[src/sv/utt_pkg.sv]
// Shared types, constants and helper functions of the UTF-8 trigram tokenizer.
package utt_pkg;

  // Width of the saturating token counter.
  localparam int INDEX_BITS = 16;
  // Width of the token_index field.
  localparam int TOK_W = 16;
  // Configuration port geometry.
  localparam int CFG_W = 16;
  localparam int CFG_IDX_W = 2;
  // Depth of the queue between classifier and emitter.
  localparam int QDEPTH = 4;
  localparam int QPTR_W = $clog2(QDEPTH);
  localparam int QCNT_W = $clog2(QDEPTH + 1);

  // Configuration register indexes.
  localparam logic [CFG_IDX_W-1:0] CFG_CJK_LOW = CFG_IDX_W'(0);
  localparam logic [CFG_IDX_W-1:0] CFG_CJK_HIGH = CFG_IDX_W'(1);

  // Reset values of the CJK range registers.
  localparam logic [CFG_W-1:0] CJK_LOW_RESET = 16'h4E00;
  localparam logic [CFG_W-1:0] CJK_HIGH_RESET = 16'h9FFF;

  // Padding character around words.
  localparam logic [7:0] PAD_CHAR = 8'h23;

  // UTF-8 code point limits for a valid three-byte character.
  localparam logic [15:0] CP_MIN_3B = 16'h0800;
  localparam logic [15:0] SURR_LOW = 16'hD800;
  localparam logic [15:0] SURR_HIGH = 16'hDFFF;

  // Result kinds.
  typedef enum logic [1:0] {
    KIND_TRIGRAM = 2'd0,
    KIND_CJK     = 2'd1,
    KIND_MARKER  = 2'd2
  } kind_t;

  // One result beat, without its last flag.
  typedef struct packed {
    kind_t            kind;
    logic [7:0]       b0;
    logic [7:0]       b1;
    logic [7:0]       b2;
    logic [TOK_W-1:0] index;
  } result_t;

  // All results caused by one input byte, in order; count is 1 to 3.
  typedef struct packed {
    result_t [2:0] res;
    logic [1:0]    count;
  } bundle_t;

  // Build a result from its parts.
  function automatic result_t make_tok(kind_t k, logic [7:0] x0, logic [7:0] x1,
                                       logic [7:0] x2, logic [INDEX_BITS-1:0] idx);
    result_t r;
    r.kind = k;
    r.b0 = x0;
    r.b1 = x1;
    r.b2 = x2;
    r.index = TOK_W'(idx);
    return r;
  endfunction

  // Counter increment that sticks at the all-ones value.
  function automatic logic [INDEX_BITS-1:0] sat_inc(logic [INDEX_BITS-1:0] v);
    return (&v) ? v : v + INDEX_BITS'(1);
  endfunction

endpackage

[src/sv/utt_in_if.sv]
// Input byte channel of the tokenizer.
interface utt_in_if;
  logic       valid;
  logic       ready;
  logic [7:0] in_byte;
  logic       end_of_query;

  modport source (output valid, output in_byte, output end_of_query, input ready);
  modport sink (input valid, input in_byte, input end_of_query, output ready);
endinterface

[src/sv/utt_out_if.sv]
// Result token channel of the tokenizer.
interface utt_out_if;
  logic        valid;
  logic        ready;
  logic [1:0]  kind;
  logic [7:0]  tok_byte0;
  logic [7:0]  tok_byte1;
  logic [7:0]  tok_byte2;
  logic [15:0] token_index;
  logic        last_of_item;

  modport source (output valid, output kind, output tok_byte0, output tok_byte1,
                  output tok_byte2, output token_index, output last_of_item, input ready);
  modport sink (input valid, input kind, input tok_byte0, input tok_byte1,
                input tok_byte2, input token_index, input last_of_item, output ready);
endinterface

[src/sv/utt_front.sv]
// Front end: byte classification, UTF-8 decoding, word history and token counting.
module utt_front (
  input  logic                           clk,
  input  logic                           rst,
  input  logic                           cfg_wr_en,
  input  logic [utt_pkg::CFG_IDX_W-1:0]  cfg_index,
  input  logic [utt_pkg::CFG_W-1:0]      cfg_data,
  utt_in_if.sink                         in_ch,
  input  logic                           q_full,
  output logic                           q_push,
  output utt_pkg::bundle_t               q_data
);
  import utt_pkg::*;

  // Configuration and tokenizer state.
  logic [CFG_W-1:0]      cjk_low;
  logic [CFG_W-1:0]      cjk_high;
  logic [7:0]            h1, h1_next;
  logic [7:0]            h2, h2_next;
  logic [1:0]            wl, wl_next;
  logic [1:0]            left, left_next;
  logic [15:0]           code, code_next;
  logic                  is3, is3_next;
  logic                  cont_ok, cont_ok_next;
  logic [INDEX_BITS-1:0] cnt, cnt_next;

  logic [7:0] b;
  logic       eoq;
  logic       accept;
  logic       is_upper;
  logic       is_alnum;
  logic [7:0] lc;
  logic       tok_a_v;
  logic       tok_b_v;
  result_t    tok_a;
  result_t    tok_b;
  result_t    mark;
  logic [1:0] k;

  assign b = in_ch.in_byte;
  assign eoq = in_ch.end_of_query;
  assign in_ch.ready = !q_full;
  assign accept = in_ch.valid && in_ch.ready;

  // Character classes and lowercasing.
  assign is_upper = (b >= 8'h41) && (b <= 8'h5A);
  assign is_alnum = ((b >= 8'h30) && (b <= 8'h39)) || is_upper ||
                    ((b >= 8'h61) && (b <= 8'h7A));
  assign lc = is_upper ? b + 8'h20 : b;

  // Next state and the results of one byte.
  always_comb begin
    h1_next = h1;
    h2_next = h2;
    wl_next = wl;
    left_next = left;
    code_next = code;
    is3_next = is3;
    cont_ok_next = cont_ok;
    cnt_next = cnt;
    tok_a_v = 1'b0;
    tok_a = '0;
    tok_b_v = 1'b0;
    tok_b = '0;
    mark = '0;

    if (left != 2'd0) begin
      // Continuation byte of an open multibyte character.
      if (b[7:6] != 2'b10) begin
        cont_ok_next = 1'b0;
      end
      code_next = {code[9:0], b[5:0]};
      left_next = left - 2'd1;
      if (left_next == 2'd0) begin
        if (is3 && cont_ok_next && (code_next >= CP_MIN_3B) &&
            !((code_next >= SURR_LOW) && (code_next <= SURR_HIGH)) &&
            (code_next >= cjk_low) && (code_next <= cjk_high)) begin
          tok_a_v = 1'b1;
          tok_a = make_tok(KIND_CJK, {4'hE, code_next[15:12]},
                           {2'b10, code_next[11:6]}, {2'b10, code_next[5:0]}, cnt);
        end
        is3_next = 1'b0;
        code_next = '0;
      end
    end else if (!b[7]) begin
      if (is_alnum) begin
        // Extend the word and emit a trigram once two characters are known.
        case (wl)
          2'd0: begin
            wl_next = 2'd1;
          end
          2'd1: begin
            tok_a_v = 1'b1;
            tok_a = make_tok(KIND_TRIGRAM, PAD_CHAR, h1, lc, cnt);
            wl_next = 2'd2;
          end
          default: begin
            tok_a_v = 1'b1;
            tok_a = make_tok(KIND_TRIGRAM, h2, h1, lc, cnt);
          end
        endcase
        h2_next = h1;
        h1_next = lc;
      end else begin
        // Any other ASCII byte closes the word.
        if (wl == 2'd1) begin
          tok_a_v = 1'b1;
          tok_a = make_tok(KIND_TRIGRAM, PAD_CHAR, h1, PAD_CHAR, cnt);
        end else if (wl != 2'd0) begin
          tok_a_v = 1'b1;
          tok_a = make_tok(KIND_TRIGRAM, h2, h1, PAD_CHAR, cnt);
        end
        wl_next = 2'd0;
        h1_next = '0;
        h2_next = '0;
      end
    end else begin
      // A byte with the top bit set closes the word and may open a character.
      if (wl == 2'd1) begin
        tok_a_v = 1'b1;
        tok_a = make_tok(KIND_TRIGRAM, PAD_CHAR, h1, PAD_CHAR, cnt);
      end else if (wl != 2'd0) begin
        tok_a_v = 1'b1;
        tok_a = make_tok(KIND_TRIGRAM, h2, h1, PAD_CHAR, cnt);
      end
      wl_next = 2'd0;
      h1_next = '0;
      h2_next = '0;
      cont_ok_next = 1'b1;
      is3_next = 1'b0;
      code_next = '0;
      if (b[7:5] == 3'b110) begin
        left_next = 2'd1;
      end else if (b[7:4] == 4'b1110) begin
        left_next = 2'd2;
        is3_next = 1'b1;
        code_next = {12'h000, b[3:0]};
      end else if (b[7:3] == 5'b11110) begin
        left_next = 2'd3;
      end
    end

    if (tok_a_v) begin
      cnt_next = sat_inc(cnt);
    end

    if (eoq) begin
      // End of query: close the word, drop a partial character, emit the marker.
      if (wl_next == 2'd1) begin
        tok_b_v = 1'b1;
        tok_b = make_tok(KIND_TRIGRAM, PAD_CHAR, h1_next, PAD_CHAR, cnt_next);
      end else if (wl_next != 2'd0) begin
        tok_b_v = 1'b1;
        tok_b = make_tok(KIND_TRIGRAM, h2_next, h1_next, PAD_CHAR, cnt_next);
      end
      if (tok_b_v) begin
        cnt_next = sat_inc(cnt_next);
      end
      mark = make_tok(KIND_MARKER, 8'h00, 8'h00, 8'h00, cnt_next);
      wl_next = 2'd0;
      h1_next = '0;
      h2_next = '0;
      left_next = 2'd0;
      code_next = '0;
      is3_next = 1'b0;
      cont_ok_next = 1'b0;
      cnt_next = '0;
    end
  end

  // Pack the results of this byte into consecutive slots.
  always_comb begin
    q_data = '0;
    k = 2'd0;
    if (tok_a_v) begin
      q_data.res[k] = tok_a;
      k = k + 2'd1;
    end
    if (tok_b_v) begin
      q_data.res[k] = tok_b;
      k = k + 2'd1;
    end
    if (eoq) begin
      q_data.res[k] = mark;
      k = k + 2'd1;
    end
    q_data.count = k;
  end

  assign q_push = accept && (k != 2'd0);

  // State registers and configuration writes.
  always_ff @(posedge clk) begin
    if (rst) begin
      cjk_low <= CJK_LOW_RESET;
      cjk_high <= CJK_HIGH_RESET;
      h1 <= '0;
      h2 <= '0;
      wl <= '0;
      left <= '0;
      code <= '0;
      is3 <= 1'b0;
      cont_ok <= 1'b0;
      cnt <= '0;
    end else begin
      if (cfg_wr_en && (cfg_index == CFG_CJK_LOW)) begin
        cjk_low <= cfg_data;
      end
      if (cfg_wr_en && (cfg_index == CFG_CJK_HIGH)) begin
        cjk_high <= cfg_data;
      end
      if (accept) begin
        h1 <= h1_next;
        h2 <= h2_next;
        wl <= wl_next;
        left <= left_next;
        code <= code_next;
        is3 <= is3_next;
        cont_ok <= cont_ok_next;
        cnt <= cnt_next;
      end
    end
  end

endmodule

[src/sv/utt_queue.sv]
// Short queue of result bundles between the front end and the emitter.
module utt_queue (
  input  logic             clk,
  input  logic             rst,
  input  logic             push,
  input  utt_pkg::bundle_t push_data,
  input  logic             pop,
  output logic             full,
  output logic             not_empty,
  output utt_pkg::bundle_t head
);
  import utt_pkg::*;

  bundle_t             entries [QDEPTH];
  logic [QPTR_W-1:0]   wr_ptr;
  logic [QPTR_W-1:0]   rd_ptr;
  logic [QCNT_W-1:0]   count;
  logic                do_pop;

  assign full = (count == QCNT_W'(QDEPTH));
  assign not_empty = (count != '0);
  assign head = entries[rd_ptr];
  assign do_pop = pop && not_empty;

  // Entry storage; payload needs no reset.
  always_ff @(posedge clk) begin
    if (push) begin
      entries[wr_ptr] <= push_data;
    end
  end

  // Pointers and fill level.
  always_ff @(posedge clk) begin
    if (rst) begin
      wr_ptr <= '0;
      rd_ptr <= '0;
      count <= '0;
    end else begin
      if (push) begin
        wr_ptr <= wr_ptr + QPTR_W'(1);
      end
      if (do_pop) begin
        rd_ptr <= rd_ptr + QPTR_W'(1);
      end
      if (push && !do_pop) begin
        count <= count + QCNT_W'(1);
      end else if (!push && do_pop) begin
        count <= count - QCNT_W'(1);
      end
    end
  end

endmodule

[src/sv/utt_back.sv]
// Back end: walks each queued bundle and drives one result beat per cycle while the sink is ready.
module utt_back (
  input  logic             clk,
  input  logic             rst,
  input  logic             q_not_empty,
  input  utt_pkg::bundle_t q_head,
  output logic             q_pop,
  utt_out_if.source        out_ch
);
  import utt_pkg::*;

  logic       out_valid;
  result_t    out_res;
  logic       out_last;
  logic [1:0] sel;
  logic       load;
  logic       sel_last;

  assign load = !out_valid || out_ch.ready;
  assign sel_last = (sel == q_head.count - 2'd1);
  assign q_pop = load && q_not_empty && sel_last;

  // Output register.
  always_ff @(posedge clk) begin
    if (rst) begin
      out_valid <= 1'b0;
      sel <= '0;
    end else if (load) begin
      out_valid <= q_not_empty;
      if (q_not_empty) begin
        sel <= sel_last ? 2'd0 : sel + 2'd1;
      end
    end
  end

  always_ff @(posedge clk) begin
    if (load && q_not_empty) begin
      out_res <= q_head.res[sel];
      out_last <= sel_last;
    end
  end

  assign out_ch.valid = out_valid;
  assign out_ch.kind = out_res.kind;
  assign out_ch.tok_byte0 = out_res.b0;
  assign out_ch.tok_byte1 = out_res.b1;
  assign out_ch.tok_byte2 = out_res.b2;
  assign out_ch.token_index = out_res.index;
  assign out_ch.last_of_item = out_last;

endmodule

[src/sv/utf8_cjk_and_letter_trigram_tokenizer_core.sv]
// The first result of a byte is written into the bundle queue when the byte is accepted, then
// loaded into the output register that drives it; a stalled sink can hold it in the queue.
// Throughput: one byte per cycle while the four-entry bundle queue has room; a byte that
// yields k results (k up to 3) sends them in turn through the single output register.
// Reset (synchronous, active high) clears the decoder, word history, token counter and
// queue, and returns the CJK range registers to 0x4E00..0x9FFF.
module utf8_cjk_and_letter_trigram_tokenizer_core (
  input  logic                          clk,
  input  logic                          rst,
  input  logic                          cfg_wr_en,
  input  logic [utt_pkg::CFG_IDX_W-1:0] cfg_index,
  input  logic [utt_pkg::CFG_W-1:0]     cfg_data,
  utt_in_if.sink                        in_ch,
  utt_out_if.source                     out_ch
);
  import utt_pkg::*;

  logic    q_push;
  logic    q_pop;
  logic    q_full;
  logic    q_not_empty;
  bundle_t q_in;
  bundle_t q_head;

  // Classifier and decoder.
  utt_front u_front (
    .clk       (clk),
    .rst       (rst),
    .cfg_wr_en (cfg_wr_en),
    .cfg_index (cfg_index),
    .cfg_data  (cfg_data),
    .in_ch     (in_ch),
    .q_full    (q_full),
    .q_push    (q_push),
    .q_data    (q_in)
  );

  // Bundle queue.
  utt_queue u_queue (
    .clk       (clk),
    .rst       (rst),
    .push      (q_push),
    .push_data (q_in),
    .pop       (q_pop),
    .full      (q_full),
    .not_empty (q_not_empty),
    .head      (q_head)
  );

  // Result emitter.
  utt_back u_back (
    .clk         (clk),
    .rst         (rst),
    .q_not_empty (q_not_empty),
    .q_head      (q_head),
    .q_pop       (q_pop),
    .out_ch      (out_ch)
  );

  // The front end never writes into a full queue.
  a_no_overflow: assert property (@(posedge clk) disable iff (rst) q_push |-> !q_full)
    else $error("bundle pushed into a full queue");

  // Every queued bundle carries at least one result.
  a_head_nonempty: assert property (@(posedge clk) disable iff (rst)
    q_not_empty |-> (q_head.count != 2'd0))
    else $error("empty bundle in queue");

  // The end-of-query marker is always the final result of its byte.
  a_marker_last: assert property (@(posedge clk) disable iff (rst)
    (out_ch.valid && (out_ch.kind == KIND_MARKER)) |-> out_ch.last_of_item)
    else $error("marker not flagged as last result");

endmodule

[src/flat_wrapper.sv]
// flat-port wrapper written by rule: the top's interface ports become plain ports
module utf8_cjk_and_letter_trigram_tokenizer_core_flat import utt_pkg::*;
  (clk, rst, cfg_wr_en, cfg_index, cfg_data, in_ch_valid, in_ch_in_byte, in_ch_end_of_query, in_ch_ready, out_ch_valid, out_ch_kind, out_ch_tok_byte0, out_ch_tok_byte1, out_ch_tok_byte2, out_ch_token_index, out_ch_last_of_item, out_ch_ready);
  utt_in_if in_ch_i ();
  utt_out_if out_ch_i ();
  input  logic clk;
  input  logic rst;
  input  logic cfg_wr_en;
  input  logic [utt_pkg::CFG_IDX_W-1:0] cfg_index;
  input  logic [utt_pkg::CFG_W-1:0] cfg_data;
  input wire logic [$bits(in_ch_i.valid)-1:0] in_ch_valid;
  input wire logic [$bits(in_ch_i.in_byte)-1:0] in_ch_in_byte;
  input wire logic [$bits(in_ch_i.end_of_query)-1:0] in_ch_end_of_query;
  output wire logic [$bits(in_ch_i.ready)-1:0] in_ch_ready;
  output wire logic [$bits(out_ch_i.valid)-1:0] out_ch_valid;
  output wire logic [$bits(out_ch_i.kind)-1:0] out_ch_kind;
  output wire logic [$bits(out_ch_i.tok_byte0)-1:0] out_ch_tok_byte0;
  output wire logic [$bits(out_ch_i.tok_byte1)-1:0] out_ch_tok_byte1;
  output wire logic [$bits(out_ch_i.tok_byte2)-1:0] out_ch_tok_byte2;
  output wire logic [$bits(out_ch_i.token_index)-1:0] out_ch_token_index;
  output wire logic [$bits(out_ch_i.last_of_item)-1:0] out_ch_last_of_item;
  input wire logic [$bits(out_ch_i.ready)-1:0] out_ch_ready;
  assign in_ch_i.valid = in_ch_valid;
  assign in_ch_i.in_byte = in_ch_in_byte;
  assign in_ch_i.end_of_query = in_ch_end_of_query;
  assign in_ch_ready = in_ch_i.ready;
  assign out_ch_valid = out_ch_i.valid;
  assign out_ch_kind = out_ch_i.kind;
  assign out_ch_tok_byte0 = out_ch_i.tok_byte0;
  assign out_ch_tok_byte1 = out_ch_i.tok_byte1;
  assign out_ch_tok_byte2 = out_ch_i.tok_byte2;
  assign out_ch_token_index = out_ch_i.token_index;
  assign out_ch_last_of_item = out_ch_i.last_of_item;
  assign out_ch_i.ready = out_ch_ready;
  utf8_cjk_and_letter_trigram_tokenizer_core u_core (.clk(clk), .rst(rst), .cfg_wr_en(cfg_wr_en), .cfg_index(cfg_index), .cfg_data(cfg_data), .in_ch(in_ch_i), .out_ch(out_ch_i));
endmodule
[config.mk]
export PLATFORM = sky130hd
export DESIGN_NAME = utf8_cjk_and_letter_trigram_tokenizer_core_flat
export DESIGN_NICKNAME = d
export VERILOG_FILES = /design/src/sv/utt_pkg.sv /design/src/sv/utt_in_if.sv /design/src/sv/utt_out_if.sv /design/src/sv/utt_front.sv /design/src/sv/utt_queue.sv /design/src/sv/utt_back.sv /design/src/sv/utf8_cjk_and_letter_trigram_tokenizer_core.sv /design/src/flat_wrapper.sv
export SDC_FILE = /design/constraint.sdc
export NUM_CORES = 1
export LEC_CHECK = 0
export ABC_AREA = 1
export BUFFER_PORTS_ARGS = -buffer_cell sky130_fd_sc_hd__buf_2
export CELL_PAD_IN_SITES_DETAIL_PLACEMENT = 2
export CELL_PAD_IN_SITES_GLOBAL_PLACEMENT = 2
export CORE_MARGIN = 4
export CORE_UTILIZATION = 37
export DETAILED_ROUTE_END_ITERATION = 12
export PLACE_DENSITY_LB_ADDON = 0.1
export SYNTH_ARGS = -nofsm -noshare
export SYNTH_HDL_FRONTEND = slang
export SYNTH_SLANG_ARGS = --single-unit
[constraint.sdc]
create_clock -name clk -period 6.54 [get_ports clk]
set_clock_uncertainty 0.05 [all_clocks]
set_input_delay 0.327 -clock clk [delete_from_list [all_inputs] [get_ports clk]]
set_output_delay 0.327 -clock clk [all_outputs]
set_load 0.1 [all_outputs]
* Yosys cells after proc, flatten, opt, wreduce, memory -nomap -nowiden
Memory sizes are Yosys's and may differ from the RTL's. A register that Yosys moved wholly into a read port is not among the register bits.
Cells that the tools add are included.
** Storage, ports and cells
- Register bits after elaboration :: 133
- RAM bits :: 512
- Output and inout bits :: 45
- Logic and storage cells :: 192
- Memories kept :: 1
** Operators by class
- $add $sub $neg :: 12
- Magnitude comparators :: 16
- Eq/ne operators :: 10
- Mux-type cells :: 87
- Reduce and logical (&&, ||, !) cells :: 45
** Memory list
- u_core.u_queue.entries :: depth 4, width 128, read ports 1, clocked after memory_dff 1, write ports 1, line utt_queue.sv:14 : bundle_t entries [QDEPTH];
** Operators by type and width (number)
- 2-to-1 mux 42 bit :: 8
- bitwise mux 126 bit :: 2
- 2-to-1 mux 126 bit :: 2
- 2-to-1 mux 40 bit :: 5
- demux 42 bit (select 2 bit) :: 2
- binary-select mux 42 bit (select 2 bit) :: 1
- 2-to-1 mux 41 bit :: 2
- 2-to-1 mux 16 bit :: 5
- case mux 40 bit (2 select lines) :: 1
- 2-to-1 mux 8 bit :: 9
- 2-to-1 mux 10 bit :: 4
- adder 16 x 1 -> 16 bit (second input constant) :: 2
- AND reduction 16 bit :: 2
- 2-to-1 mux 2 bit :: 15
- 2-to-1 mux 1 bit :: 26
- logical AND 1 bit :: 20
- greater-or-equal comparator 16 x 12 -> 1 bit (second input constant) :: 1
- greater-or-equal comparator 16 bit :: 1
- greater-or-equal comparator 16 bit (second input constant) :: 1
- greater-or-equal comparator 8 x 7 -> 1 bit (second input constant) :: 2
- <= comparator 16 bit :: 1
- <= comparator 16 bit (second input constant) :: 1
- <= comparator 8 x 7 -> 1 bit (second input constant) :: 2
- adder 2 x 1 -> 2 bit (second input constant) :: 5
- other kinds (26) :: 50

* Depth between registers and ports, before layout
- Word-level depth :: 22
- Mapped depth :: 28
- Mapped depth without buffers :: 27

* Modules after synthesis
From an unflattened synthesis, not the netlist that was laid out.
** Second synthesis, totals
- Cell total of the unflattened synthesis :: 2741
- Area total of the unflattened synthesis :: 29393.2 µm²
** Modules (own cells, without submodules)
- utt_queue :: times used 1, cells an instance 1301, area each 19790.2 µm², sequential area each 15554.9 µm²
- utt_front :: times used 1, cells an instance 1175, area each 7184.4 µm², sequential area each 1601.5 µm²
- utt_back :: times used 1, cells an instance 265, area each 2418.6 µm², sequential area each 1351.3 µm²

* Worst setup path before layout
Ideal clock, no wire load.
- Path type :: reg-to-reg
- Start point :: register u_core.u_queue.count[1]
- End point :: memory u_core.u_queue.entries[0][0] in the netlist's numbering (enable)
- Library setup time :: 0.550 ns
- Arrival time :: 5.822 ns
- Data required time :: 5.940 ns
- Path slack :: 0.118 ns
- Stages on the path, launching flop included :: 7
- Buffers on the path :: 0
- Cell sequence :: dfxtp_1 > inv_1 > nand3_1 > nand2_1 > inv_1 > o21ai_1 > nor2_1
** On the way
- Word-level cells in the longest chain between the ends :: 6
** RTL lines
- start, declared :: line utt_queue.sv:17 : logic [QCNT_W-1:0] count;
- start signal, assigned :: line utt_queue.sv:46 : count <= count + QCNT_W'(1);
- start signal, assigned :: line utt_queue.sv:48 : count <= count - QCNT_W'(1);
- == test 3 bit :: line utt_queue.sv:20 : assign full = (count == QCNT_W'(QDEPTH));
- zero test 1 bit :: line utt_front.sv:42 : assign in_ch.ready = !q_full;
- net in_ch_ready :: line flat_wrapper.sv:14 : output wire logic [$bits(in_ch_i.ready)-1:0] in_ch_ready;
- logical AND 1 bit :: line utt_front.sv:43 : assign accept = in_ch.valid && in_ch.ready;
- logical AND 1 bit :: line utt_front.sv:190 : assign q_push = accept && (k != 2'd0);
- 2-to-1 mux 1 bit :: line utt_queue.sv:27 : if (push) begin
- 2-to-1 mux 1 bit (not written as such) :: line utt_queue.sv:28 : entries[wr_ptr] <= push_data;
- end, declared :: line utt_queue.sv:14
The timed path passes the listed nets, and every way through them passes these cells.

==> flow_summary.yaml <==
run_status:
  outcome: "complete, no violations"
grt:
  grt.overflow.total: 0
  grt_max_degree: 83
  grt_pass1_vias: 19600
  antenna_found_initial: 1
  grt_pass1_wl_mm: 123
  grt_util_all_layers: 0.239
synth:
  ys_async_sr_fraction: 0
  synth_cell_type_count: 53
  yosys_warnings: 0
  synth.avg_cell_area_um2: 10.2
  synth_seq_cells: 515
  syn_inst: 2307
  synth.area.mux_share: 0
  synth-seq-area-share: 0.621
  synthesis.nets: 2387
  synth_top_family_by_area: "simple AND/OR/NAND/NOR gates"
  synth-simple-area-share: 0.176
  ys_dominant_reg_cell: "edfxtp_1"
  synth_area_leaders: "edfxtp_1, dfxtp_1, nand2_1"
  synth_edf_count: 423
  synth.top_cell.area_share: 0.542
  yosys.area_share.xor_xnor: 0.00374
  yosys.area_share.adder: 0.0260
  synth_area_leader_cell: "edfxtp_1"
  synth_compound_area_frac: 0.125
  syn_area_mm2: 0.0234
timing:
  hold_viol_final: 0
  timing.slew.headroom: 0.240
  finalSetupViolCount: 0
  worst_slew_pin_slew_ns: 1.13
  period_share: 0.724
  fin_setup_tns_ns: 0
  max_freq_mhz: 211
  rsz0062_at_grt: "false"
  finalMaxSlewViolations: 0
  fin_crit_ns: 4.73
route:
  finalWirelength_mm: 81.7
  post_drt_via_cell_ratio: 5.58
  ant_nets: 0
  vias: 18200
  drc: 0
  drt_iter0_markers: 1239
  wl_per_cell_um: 25.1
  first_pass_iters: 5
placement:
  dp_cells: 3135
  gp_congestion: 0.864
  dp_hpwl_mm: 53.7
  io_buffers: 76
clock_tree:
  post_cts_buffers: 0
  cts-root-buf: "clkbuf_16"
  cts_tree: "yes"
  clock_latency_ns: 0.64
  cts_resized: 0
  ctsLongestPathBuffers: 3
  cts_hold_buffers: 17
  cts.sinks: 515
  htree_levels: 2
  cts_buffers: 57
  clk_pin_slew_ns: 0.06
critical_path:
  worstSetupEndpointType: "register"
  crit_arrival_ns: 5.03
  critPathLaunchType: "register"
  crit_top_cell: "nand2_1"
  critPathMaxStageDelay_ns: 0.71
  worst-setup-path-type: "register to register"
  crit_path_max_fanout: 28
  crit_required_ns: 6.83
  cp_num_buf_inv: 4
  critPathSlowestCell: "nand2_1"
  cp_cell_sequence: "ha_1 -> nand2_1 -> nor3_1 -> nand3_1 -> nand2_1 -> nand3_4 -> nand2_4 -> inv_2 -> ha_1 -> nand2_1 -> inv_1 -> nor2_1 -> inv_1 -> nand2_1 -> inv_2 -> a221oi_1"
  cp_top_family: "simple AND/OR/NAND/NOR gates"
layout:
  area_delta_synth_final_pct: 14.4
  diodes: 0
  fin_cells: 3259
  drive_gt1_frac: 0.118
  nets: 2454
die:
  floorplan.initialDensity: 0.377
  die_w_um: 260
  dieArea_mm2: 0.0674
  core-area_mm2: 0.0622
  dieHeight_um: 260
  rows: 91
  io_pins: 77
power:
  power_density_mw_per_mm2: 398
  report.power.total_uw: 10700
  ir_drop_uv: 213
  p_leak_uw: 0.0101
run:
  cap_violations: 0
worst_hold_path:
  holdCritPathClass: "input pin to register"
routing by layer:
layer  share of wire  up-vias  wire (um)  global-route usage
met5         0.00012        -         10                   0
met4           0.018        2       1470              0.0480
met3           0.047       98       3800              0.0346
met2            0.48      412      39300               0.409
met1            0.45     9444      37100               0.328
li1                -     8213          -                   -
sequential cells by signal (all words and copies together), names as in the netlist, 10 cells and up, named ones only:
signal,count
u_core.u_queue.entries,380
u_core.u_back.out_ch.token_index,16
u_core.u_front.cjk_high,16
u_core.u_front.cjk_low,16
u_core.u_front.cnt,16
u_core.u_front.code,10
cells by family (layout without fill, tap and decap cells):
kind of cell,count (synthesis),in the layout
compound gates,511,511
xor+xnor,10,10
fa+ha+maj,48,48
buf+inv,285,400
flops,515,515
simple gates,938,938
synthesized netlist by cell type, types with 2 or more instances:
| master | instances |
|---|---|
| nand3_2 | 15 |
| inv_2 | 16 |
| o22ai_1 | 92 |
| nand3_4 | 4 |
| buf_2 | 7 |
| a211oi_1 | 12 |
| nand2_4 | 5 |
| a2bb2oi_1 | 7 |
| o21ai_1 | 7 |
| buf_6 | 6 |
| o221ai_1 | 2 |
| nor3_1 | 20 |
| a221oi_1 | 5 |
| o211ai_1 | 23 |
| a22oi_1 | 6 |
| buf_4 | 3 |
| nor4_1 | 3 |
| buf_1 | 4 |
| o21bai_1 | 3 |
| nand2_1 | 409 |
| o21ai_0 | 230 |
| ha_1 | 47 |
| a21oi_2 | 2 |
| nor3_2 | 3 |
| nor2_4 | 8 |
| edfxtp_1 | 423 |
| a21oi_1 | 97 |
| clkbuf_1 | 94 |
| dfxtp_1 | 92 |
| inv_1 | 152 |
| nor2_2 | 7 |
| nor2_1 | 316 |
| xor2_1 | 10 |
| a22o_1 | 16 |
| a31oi_1 | 3 |
| nand2_2 | 20 |
| nand3_1 | 109 |
| nand4_1 | 14 |
power breakdown:
group | switching, uW | internal, uW | leakage, uW | total [uW]
Sequential | 149 | 3980 | 0.00480 | 4130
Clock | 1400 | 1920 | 0.000932 | 3320
Combinational | 2620 | 590 | 0.00436 | 3210
per-stage QoR:
step / hold slack, ns / utilization / setup slack, ns / cell area, um^2
6_report: 0.0384 / 0.431 / 1.81 / 26800
3_5_place_dp: 0.410 / 0.397 / 1.81 / 24700
4_1_cts: 0.0125 / 0.431 / 1.80 / 26800
2_1_floorplan: 0.383 / - / 0.118 / 23400
3_3_place_gp: 0.403 / 0.397 / 2.15 / 24700
5_1_grt: 0.0359 / 0.431 / 1.38 / 26800
final timing paths:
kind / from / endpoint / slack, ns / depth (start not counted)
setup reg to reg: u_core.u_front.code[9]$_SDFFE_PP0P_ / u_core.u_queue.entries[0][33]$_DFFE_PP_ / 1.81 / 16
setup / recovery: u_core.u_front.code[9]$_SDFFE_PP0P_ / u_core.u_queue.entries[0][33]$_DFFE_PP_ / 1.81 / 16
hold reg to reg: u_core.u_front.cjk_low[8]$_SDFFE_PP0P_ / u_core.u_front.cjk_low[8]$_SDFFE_PP0P_ / 0.42 / 2
hold / removal: in_ch_in_byte[1] / u_core.u_front.code[1]$_SDFFE_PP0P_ / 0.04 / 3
worst register-to-register path, cell delays in order, from the launching register on:
cell	delay, ns
dfxtp_1	0.39
ha_1	0.34
nand2_1	0.09
nor3_1	0.31
nand3_1	0.12
nand2_1	0.14
nand3_4	0.35
nand2_4	0.20
inv_2	0.16
ha_1	0.24
nand2_1	0.10
inv_1	0.08
nor2_1	0.19
inv_1	0.14
nand2_1	0.71
inv_2	0.27
a221oi_1	0.56
placed cells by master (no fill, tap or decap), types with 16 or more instances in the layout:
cell / synthesis / routed
clkinv_1: 1 / 16
dfxtp_1: 92 / 90
buf_4: 3 / 25
a21oi_1: 97 / 97
edfxtp_1: 423 / 423
nor2_1: 316 / 309
nor3_1: 20 / 20
o21ai_0: 230 / 230
nand3_1: 109 / 109
o211ai_1: 23 / 23
nand2_2: 20 / 20
buf_2: 7 / 76
inv_2: 16 / 16
o22ai_1: 92 / 92
clkbuf_16: 0 / 57
inv_1: 152 / 151
dlygate4sd3_1: 0 / 17
ha_1: 47 / 47
nand2_1: 409 / 409
a22o_1: 16 / 16
cell type report:
cell class / count / area [um^2]
Sequential cell: 515 / 14500
Clock inverter: 42 / 458
Timing Repair Buffer: 123 / 838
Inverter: 170 / 643
Clock buffer: 65 / 1460
Multi-Input combinational cell: 1507 / 7800
Tap cell: 837 / 1050
Fill cell: 6605 / 35400
Power figures use the tool's default switching activity.
